`config.mk`:
```
export PLATFORM = sky130hd
export DESIGN_NAME = adc_average_bcd_two_digit_display_top
export DESIGN_NICKNAME = d
export VERILOG_FILES = /design/src/design/adcbcd_pkg.sv /design/src/design/adc_average_bcd_two_digit_display_top.sv
export SDC_FILE = /design/constraint.sdc
export NUM_CORES = 1
export LEC_CHECK = 0
export CORE_MARGIN = 2
export CORE_UTILIZATION = 25
export DETAILED_ROUTE_END_ITERATION = 12
export DONT_BUFFER_PORTS = 1
export GPL_ROUTABILITY_DRIVEN = 0
export PLACE_DENSITY = 0.38
export SLEW_MARGIN = 30
export SYNTH_ARGS = -nofsm -noshare
export SYNTH_HDL_FRONTEND = slang
export SYNTH_SLANG_ARGS = --single-unit
```
`constraint.sdc`:
```
create_clock -name clk -period 7.3 [get_ports clk]
set_clock_uncertainty 0.2 [all_clocks]
set_input_delay 1.46 -clock clk [delete_from_list [all_inputs] [get_ports clk]]
set_output_delay 1.46 -clock clk [all_outputs]
set_load 0.1 [all_outputs]
```
`src/design/adcbcd_pkg.sv`:
```
// Shared types, constants and helper functions for the ADC averaging thermometer display.
`timescale 1ns / 1ps

package adcbcd_pkg;

  // Field widths of the input and result beats.
  localparam int SAMPLE_W = 10;
  localparam int READ_W   = 7;
  localparam int SEG_W    = 7;
  localparam int DIGIT_W  = 4;

  // Largest converter code.
  localparam int SAMPLE_MAX = (2 ** SAMPLE_W) - 1;

  // Item kinds carried in the mode field.
  localparam logic MODE_SAMPLE = 1'b0;
  localparam logic MODE_TICK   = 1'b1;

  // Scaling (mean * 70 + 511) / 1023. The divide by 1023 is a multiply by
  // ceil(2^27 / 1023) followed by a 27-bit shift, exact for any scaled value.
  localparam int SCALED_W     = 17;
  localparam int SCALE_RND    = 511;
  localparam int RECIP_FS_W   = 18;
  localparam int RECIP_FS_SH  = 27;
  localparam logic [RECIP_FS_W-1:0] RECIP_FS = 18'd131201;

  // Digit enable codes: bit 1 is the tens digit, bit 0 the units digit.
  localparam logic [1:0] EN_OFF   = 2'b00;
  localparam logic [1:0] EN_UNITS = 2'b01;
  localparam logic [1:0] EN_TENS  = 2'b10;

  // Input beat.
  typedef struct packed {
    logic                mode;
    logic [SAMPLE_W-1:0] sample;
  } in_t;

  // Result beat.
  typedef struct packed {
    logic [SEG_W-1:0]  segments;
    logic              high_digit_on;
    logic              low_digit_on;
    logic [READ_W-1:0] reading;
    logic              new_reading;
  } out_t;

  // Tens digit of a 7-bit value: floor(r * 205 / 2048) is exact below 1029.
  function automatic logic [DIGIT_W-1:0] tens_of(input logic [READ_W-1:0] r);
    logic [14:0] prod;
    prod = 15'(r) * 15'd205;
    return prod[14:11];
  endfunction

  // Units digit of a 7-bit value.
  function automatic logic [DIGIT_W-1:0] units_of(input logic [READ_W-1:0] r);
    logic [READ_W-1:0] tens_x10;
    logic [READ_W-1:0] rem;
    tens_x10 = READ_W'(tens_of(r)) * READ_W'(10);
    rem      = r - tens_x10;
    return rem[DIGIT_W-1:0];
  endfunction

  // Seven-segment pattern of a decimal digit; codes above nine are blank.
  function automatic logic [SEG_W-1:0] seg_of(input logic [DIGIT_W-1:0] d);
    logic [SEG_W-1:0] seg;
    case (d)
      4'd0:    seg = 7'h77;
      4'd1:    seg = 7'h41;
      4'd2:    seg = 7'h3B;
      4'd3:    seg = 7'h6B;
      4'd4:    seg = 7'h4D;
      4'd5:    seg = 7'h6E;
      4'd6:    seg = 7'h7E;
      4'd7:    seg = 7'h43;
      4'd8:    seg = 7'h7F;
      4'd9:    seg = 7'h4F;
      default: seg = '0;
    endcase
    return seg;
  endfunction

endpackage

```
`src/design/adc_average_bcd_two_digit_display_top.sv`:
```
// Top level: sample averaging, scaling to degrees and two-digit multiplexed display drive.
// Path of an input beat to its result beat: accumulate register, mean and scale
// register, result register; an output stall holds the beat where it is.
// Throughput: one item per cycle while out_ready is high; the three in-order stages
// each refill as soon as the one after it moves, so stalls leave no bubbles.
// Reset (synchronous, rst_n low) clears the running sum, the sample count, the
// stored reading, the digit select, the segment latch and both digit enables.
`timescale 1ns / 1ps

module adc_average_bcd_two_digit_display_top #(
  parameter int SAMPLES_PER_READING = 8
) (
  input  logic              clk,
  input  logic              rst_n,
  input  logic              in_valid,
  output logic              in_ready,
  input  adcbcd_pkg::in_t   in_data,
  output logic              out_valid,
  input  logic              out_ready,
  output adcbcd_pkg::out_t  out_data
);

  // Sum of a full set of samples and the sample counter.
  localparam int SUM_W = $clog2(SAMPLES_PER_READING * adcbcd_pkg::SAMPLE_MAX + 1);
  localparam int CNT_W = (SAMPLES_PER_READING > 1) ? $clog2(SAMPLES_PER_READING) : 1;
  localparam logic [CNT_W-1:0] LAST_IDX = CNT_W'(SAMPLES_PER_READING - 1);

  // Truncated mean as a multiply by ceil(2^k / N) and a k-bit shift. With
  // k = SUM_W + ceil(log2 N) the error term stays below one for every sum.
  localparam int RECIP_SH = SUM_W + $clog2(SAMPLES_PER_READING);
  localparam int RECIP_W  = SUM_W + 1;
  localparam longint unsigned RECIP_VAL =
    ((64'd1 << RECIP_SH) + SAMPLES_PER_READING - 1) / SAMPLES_PER_READING;
  localparam logic [RECIP_W-1:0] RECIP_MUL = RECIP_W'(RECIP_VAL);
  localparam int MEAN_PROD_W = SUM_W + RECIP_W;
  localparam int FS_PROD_W   = adcbcd_pkg::SCALED_W + adcbcd_pkg::RECIP_FS_W;

  // Accumulator state.
  logic [SUM_W-1:0] sum_r, sum_nxt;
  logic [CNT_W-1:0] cnt_r, cnt_nxt;
  logic [SUM_W-1:0] sum_add;
  logic             last_sample;

  // Stage 1: item kind and the completed sum.
  logic             s1_valid_r;
  logic             s1_tick_r;
  logic             s1_done_r;
  logic [SUM_W-1:0] s1_sum_r;

  // Stage 2: item kind and the scaled value awaiting the divide by 1023.
  logic                               s2_valid_r;
  logic                               s2_tick_r;
  logic                               s2_done_r;
  logic [adcbcd_pkg::SCALED_W-1:0]    s2_scaled_r;

  // Display state, updated in item order at the result register.
  logic [adcbcd_pkg::READ_W-1:0] reading_r, reading_nxt;
  logic                          tens_next_r, tens_next_nxt;
  logic [adcbcd_pkg::SEG_W-1:0]  seg_r, seg_nxt;
  logic [1:0]                    en_r, en_nxt;

  // Result register.
  logic             out_valid_r;
  adcbcd_pkg::out_t out_data_r, out_data_nxt;

  // Handshake chain: a stage loads when it is empty or its content moves on.
  logic out_load_ok;
  logic s2_load_ok;
  logic s1_load_ok;
  logic in_fire;
  logic s1_fire;
  logic s2_fire;

  assign out_load_ok = !out_valid_r || out_ready;
  assign s2_load_ok  = !s2_valid_r || out_load_ok;
  assign s1_load_ok  = !s1_valid_r || s2_load_ok;
  assign in_ready    = s1_load_ok;
  assign in_fire     = in_valid && in_ready;
  assign s1_fire     = s1_valid_r && s2_load_ok;
  assign s2_fire     = s2_valid_r && out_load_ok;

  // Accumulate samples; the last of a set restarts the sum.
  assign sum_add     = sum_r + SUM_W'(in_data.sample);
  assign last_sample = (cnt_r == LAST_IDX);

  always_comb begin
    sum_nxt = sum_r;
    cnt_nxt = cnt_r;
    if (in_fire && (in_data.mode == adcbcd_pkg::MODE_SAMPLE)) begin
      if (last_sample) begin
        sum_nxt = '0;
        cnt_nxt = '0;
      end else begin
        sum_nxt = sum_add;
        cnt_nxt = cnt_r + CNT_W'(1);
      end
    end
  end

  always_ff @(posedge clk) begin
    if (!rst_n) begin
      sum_r <= '0;
      cnt_r <= '0;
    end else begin
      sum_r <= sum_nxt;
      cnt_r <= cnt_nxt;
    end
  end

  // Stage 1 register.
  always_ff @(posedge clk) begin
    if (!rst_n) begin
      s1_valid_r <= 1'b0;
    end else if (s1_load_ok) begin
      s1_valid_r <= in_fire;
    end
  end

  always_ff @(posedge clk) begin
    if (in_fire) begin
      s1_tick_r <= (in_data.mode == adcbcd_pkg::MODE_TICK);
      s1_done_r <= (in_data.mode == adcbcd_pkg::MODE_SAMPLE) && last_sample;
      s1_sum_r  <= sum_add;
    end
  end

  // Mean of the set, then mean * 70 + 511 as shifts and adds.
  logic [MEAN_PROD_W-1:0]          mean_prod;
  logic [adcbcd_pkg::SAMPLE_W-1:0] mean;
  logic [adcbcd_pkg::SCALED_W-1:0] mean_ext;
  logic [adcbcd_pkg::SCALED_W-1:0] scaled;

  assign mean_prod = MEAN_PROD_W'(s1_sum_r) * MEAN_PROD_W'(RECIP_MUL);
  assign mean      = mean_prod[RECIP_SH +: adcbcd_pkg::SAMPLE_W];
  assign mean_ext  = adcbcd_pkg::SCALED_W'(mean);
  assign scaled    = (mean_ext << 6) + (mean_ext << 2) + (mean_ext << 1)
                   + adcbcd_pkg::SCALED_W'(adcbcd_pkg::SCALE_RND);

  // Stage 2 register.
  always_ff @(posedge clk) begin
    if (!rst_n) begin
      s2_valid_r <= 1'b0;
    end else if (s2_load_ok) begin
      s2_valid_r <= s1_fire;
    end
  end

  always_ff @(posedge clk) begin
    if (s1_fire) begin
      s2_tick_r   <= s1_tick_r;
      s2_done_r   <= s1_done_r;
      s2_scaled_r <= scaled;
    end
  end

  // Divide by 1023 through the reciprocal multiply.
  logic [FS_PROD_W-1:0]          fs_prod;
  logic [adcbcd_pkg::READ_W-1:0] new_reading_val;

  assign fs_prod         = FS_PROD_W'(s2_scaled_r) * FS_PROD_W'(adcbcd_pkg::RECIP_FS);
  assign new_reading_val = fs_prod[adcbcd_pkg::RECIP_FS_SH +: adcbcd_pkg::READ_W];

  // Digit split of the stored reading for a refresh tick.
  logic [adcbcd_pkg::DIGIT_W-1:0] tens_digit;
  logic [adcbcd_pkg::DIGIT_W-1:0] units_digit;

  assign tens_digit  = adcbcd_pkg::tens_of(reading_r);
  assign units_digit = adcbcd_pkg::units_of(reading_r);

  // Next display state and the result beat it produces.
  always_comb begin
    reading_nxt   = reading_r;
    tens_next_nxt = tens_next_r;
    seg_nxt       = seg_r;
    en_nxt        = en_r;
    if (s2_fire) begin
      if (s2_tick_r) begin
        if (tens_next_r) begin
          seg_nxt = adcbcd_pkg::seg_of(tens_digit);
          en_nxt  = adcbcd_pkg::EN_TENS;
        end else begin
          seg_nxt = adcbcd_pkg::seg_of(units_digit);
          en_nxt  = adcbcd_pkg::EN_UNITS;
        end
        tens_next_nxt = !tens_next_r;
      end else if (s2_done_r) begin
        reading_nxt = new_reading_val;
      end
    end
    out_data_nxt.segments      = seg_nxt;
    out_data_nxt.high_digit_on = en_nxt[1];
    out_data_nxt.low_digit_on  = en_nxt[0];
    out_data_nxt.reading       = reading_nxt;
    out_data_nxt.new_reading   = !s2_tick_r && s2_done_r;
  end

  always_ff @(posedge clk) begin
    if (!rst_n) begin
      reading_r   <= '0;
      tens_next_r <= 1'b0;
      seg_r       <= '0;
      en_r        <= adcbcd_pkg::EN_OFF;
    end else begin
      reading_r   <= reading_nxt;
      tens_next_r <= tens_next_nxt;
      seg_r       <= seg_nxt;
      en_r        <= en_nxt;
    end
  end

  // Result register.
  always_ff @(posedge clk) begin
    if (!rst_n) begin
      out_valid_r <= 1'b0;
    end else if (out_load_ok) begin
      out_valid_r <= s2_fire;
    end
  end

  always_ff @(posedge clk) begin
    if (s2_fire) begin
      out_data_r <= out_data_nxt;
    end
  end

  assign out_valid = out_valid_r;
  assign out_data  = out_data_r;

  // The sample counter never passes the end of a set.
  a_cnt_range: assert property (@(posedge clk) disable iff (!rst_n)
    cnt_r <= LAST_IDX)
    else $error("sample counter beyond the end of a set");

  // A finished average always lands in the 0..70 degree range.
  a_reading_range: assert property (@(posedge clk) disable iff (!rst_n)
    (out_valid_r && out_data_r.new_reading) |-> (out_data_r.reading <= 7'd70))
    else $error("scaled reading out of range");

  // At most one digit is enabled at a time.
  a_enable_onehot: assert property (@(posedge clk) disable iff (!rst_n)
    $onehot0(en_r))
    else $error("both digit enables high");

  // A refresh tick always switches the digit select and enables a digit.
  a_tick_toggles: assert property (@(posedge clk) disable iff (!rst_n)
    (s2_fire && s2_tick_r) |=>
      ((tens_next_r != $past(tens_next_r)) && (en_r != adcbcd_pkg::EN_OFF)))
    else $error("refresh tick did not switch digits");

endmodule

```
==> results by group <==
Clock tree
  • CTS tree: built
  • Longest Clk Path Bufs: 2
  • CTS root buf: clkbuf_16
  • Cts-stage hold buffer count: 0
  • H-tree depth: 3
  • Post-cts resize count: 0
  • Clock Sink Count: 83
  • Worst-Skew Late Latency: 0.35 ns
  • Num CTS Buffers: 9
  • Worst-path clk slew: 0.06 ns
  • Post-CTS setup buffers: 0

Finish
  • Fillers: 2,741
  • Area Overhead vs Synth: 10.17%
  • Antenna cell count: 0
  • Final Util: 28.12%
  • Layout cells sized above 1: 6.997%
  • Final Net Count: 855

Pwr
  • Total power: 1.680 mW
  • PwrDens: 221.6 nW/um2
  • Peak supply drop: 0.1215 mV
  • Static leakage: 3.518 nW

Synthesis
  • Yosys reg bits: 83
  • Mapped Nets: 856
  • Mapped cell area: 6879 um2
  • Synth Instances: 682
  • Post-synthesis sequential area ratio: 30.99%
  • Netlist cell types: 76
  • Synth top area cells: ha_1, edfxtp_1, dfxtp_1, fa_1, inv_1
  • Top cell type's share of synthesized area: 25.83%
  • Most common library cells after synthesis: ha_1, inv_1, nor2_1
  • Count leader, synth: ha_1
  • Asr flop ratio synth: 0%
  • Post-synth EDFFs: 47
  • Synthesis warning total: 0
  • Main synth FF type: edfxtp_1
  • Largest area contributor in the netlist: ha_1
  • Post-Syn Area per Cell: 10.09 um2

Global route
  • Grt total ovfl: 0
  • Gr usage total: 10.94%
  • First-pass GRT wire length: 24.94 mm
  • Initial antenna violation count: 1
  • Largest net degree at the start of global routing: 33
  • Vias in the first global route: 4,934

Timing
  • Post-route minimum period: 6.250 ns
  • Fmax: 0.1600 GHz
  • Final setup fails: 0
  • Final worst slack: 1.050 ns
  • Final Hold Fails: 0
  • Slew margin rel.: 34.35%
  • Slew Limit Fails: 0
  • Setup TNS: 0 ns
  • Unrepaired setup endpoints after global routing: false
  • Period utilization: 85.62%
  • Worst-Margin Slew: 0.9869 ns

Detailed routing
  • DR vias: 4,852
  • DRC: 0
  • Drt pass-1 iters: 4
  • Routed WL: 15.00 mm
  • Per-cell routed wire length: 14.60 um
  • Antenna viol nets, final: 0
  • DR vias/cell: 4.724
  • Initial DRC count: 131

Die
  • Starting Density: 25.52%
  • Die width: 169.9 um
  • CORE AREA: 26,950 um2
  • Die area: 28,860 um2
  • Die height: 169.9 um
  • Cell Rows: 60
  • I/O pin count: 34

Critical path
  • Worst Path Max Fanout: 7
  • CP Capture Type: flop
  • Critical path class: flop to flop
  • CP Launch Type: flop
  • Worst EP required: 7.17 ns
  • CP arrival: 6.12 ns

Placed design
  • HPWL Detailed: 12.11 mm
  • Port buffer count: 0
  • Pre-CTS setup slack: 1.026 ns

Worst hold path
  • Min-Delay Path Class: flop to flop

Flow run
  • Max-cap violations: 0

Status
  • Status: finished, final reports clean
[area by class of cell]
cell class | count | area [um2] | area share [%]
Inverter | 67 | 251.5 | 3.318
Tap cell | 341 | 426.7 | 5.630
Sequential cell | 83 | 2132 | 28.13
Clock inverter | 7 | 73.82 | 0.9741
Timing Repair Buffer | 3 | 22.52 | 0.2972
Multi-Input combinational cell | 517 | 4447 | 58.68
Clock buffer | 9 | 225.2 | 2.972
[cell families after synthesis]
logic type,Yosys count,synth area share (%)
compound gates,140,14.84
flops,83,30.99
mux,8,1.200
simple gates,179,13.64
fa+ha+maj,160,30.92
buf+inv,82,4.474
xor+xnor,30,3.929
[sequential cells by signal (all words and copies together) (netlist names)]
name	count
out_data	17
s2_scaled_r	16
sum_r	13
s1_sum_r	10
reading_r	7
seg_r	7
cnt_r	3
en_r	2
out_valid	1
s1_done_r	1
s1_tick_r	1
s1_valid_r	1
s2_done_r	1
s2_tick_r	1
s2_valid_r	1
tens_next_r	1
[per-layer routing]
metal / global-route usage (%) / part of all wire (%) / vias up
li1: - / - / 2479
met1: 14.72 / 51 / 2286
met2: 17.71 / 44 / 75
met3: 2.535 / 3.9 / 12
met4: 2.787 / 1.1 / 0
met5: 0 / 0 / -
[critical path, cell delays in order, from the launching register on]
cell and delay (ns):
dfxtp_1 0.53, ha_1 0.32, ha_1 0.20, fa_1 0.48, inv_1 0.05, fa_1 0.50, inv_1 0.04, ha_1 0.27
a21o_1 0.19, a21oi_2 0.32, nor3_2 0.15, nor3_1 0.51, inv_1 0.20, ha_1 0.24, fa_1 0.42, xnor2_1 0.35
nor4_4 0.07, nor4_1 0.39, o31ai_1 0.15, a311oi_1 0.31, nor3_1 0.10
[worst paths after layout]
check,from,end,slack (ns),cells past startpoint
setup / recovery,reading_r[3]$_SDFF_PN0_,out_data[15]$_DFFE_PP_,1.05,20
hold / removal,s1_tick_r$_DFFE_PP_,s2_tick_r$_DFFE_PP_,0.23,0
setup reg to reg,reading_r[3]$_SDFF_PN0_,out_data[15]$_DFFE_PP_,1.05,20
hold reg to reg,s1_tick_r$_DFFE_PP_,s2_tick_r$_DFFE_PP_,0.23,0
[metrics by stage]
stage	hold WS (ns)	cells	area, um2
5_1_grt	0.2421	1027	7579
3_3_place_gp	0.2057	1011	7274
3_5_place_dp	0.2143	1011	7279
2_1_floorplan	0.2003	682	6879
4_1_cts	0.2298	1027	7579
6_report	0.2280	1027	7579
[cells in the final DEF (no fill, tap or decap), types with 4 or more instances in the layout]
cell and count:
nand3_1 18, nand2_1 30, fa_1 17, nand4_1 5
ha_1 142, a21oi_1 32, o21a_1 6, edfxtp_1 47
dfxtp_1 36, nor2_1 52, nor3_1 13, o211ai_1 4
inv_1 67, a21o_1 12, mux2i_1 6, or3_1 7
clkbuf_16 9, nor2b_1 9, a22oi_1 8, xnor2_1 17
o21ai_0 17, nor4_1 4, or2_2 6, a211oi_1 6
a31oi_1 7, and2_1 7, nand3b_1 4, xor2_1 12
or4_1 5
[report_power, final]
group	internal (mW)	switching (mW)	leakage (nW)
Combinational	0.275	0.318	2.63
Clock	0.267	0.195	0.144
Sequential	0.560	0.0650	0.747
Note: power is estimated with default switching activity, not from simulation.
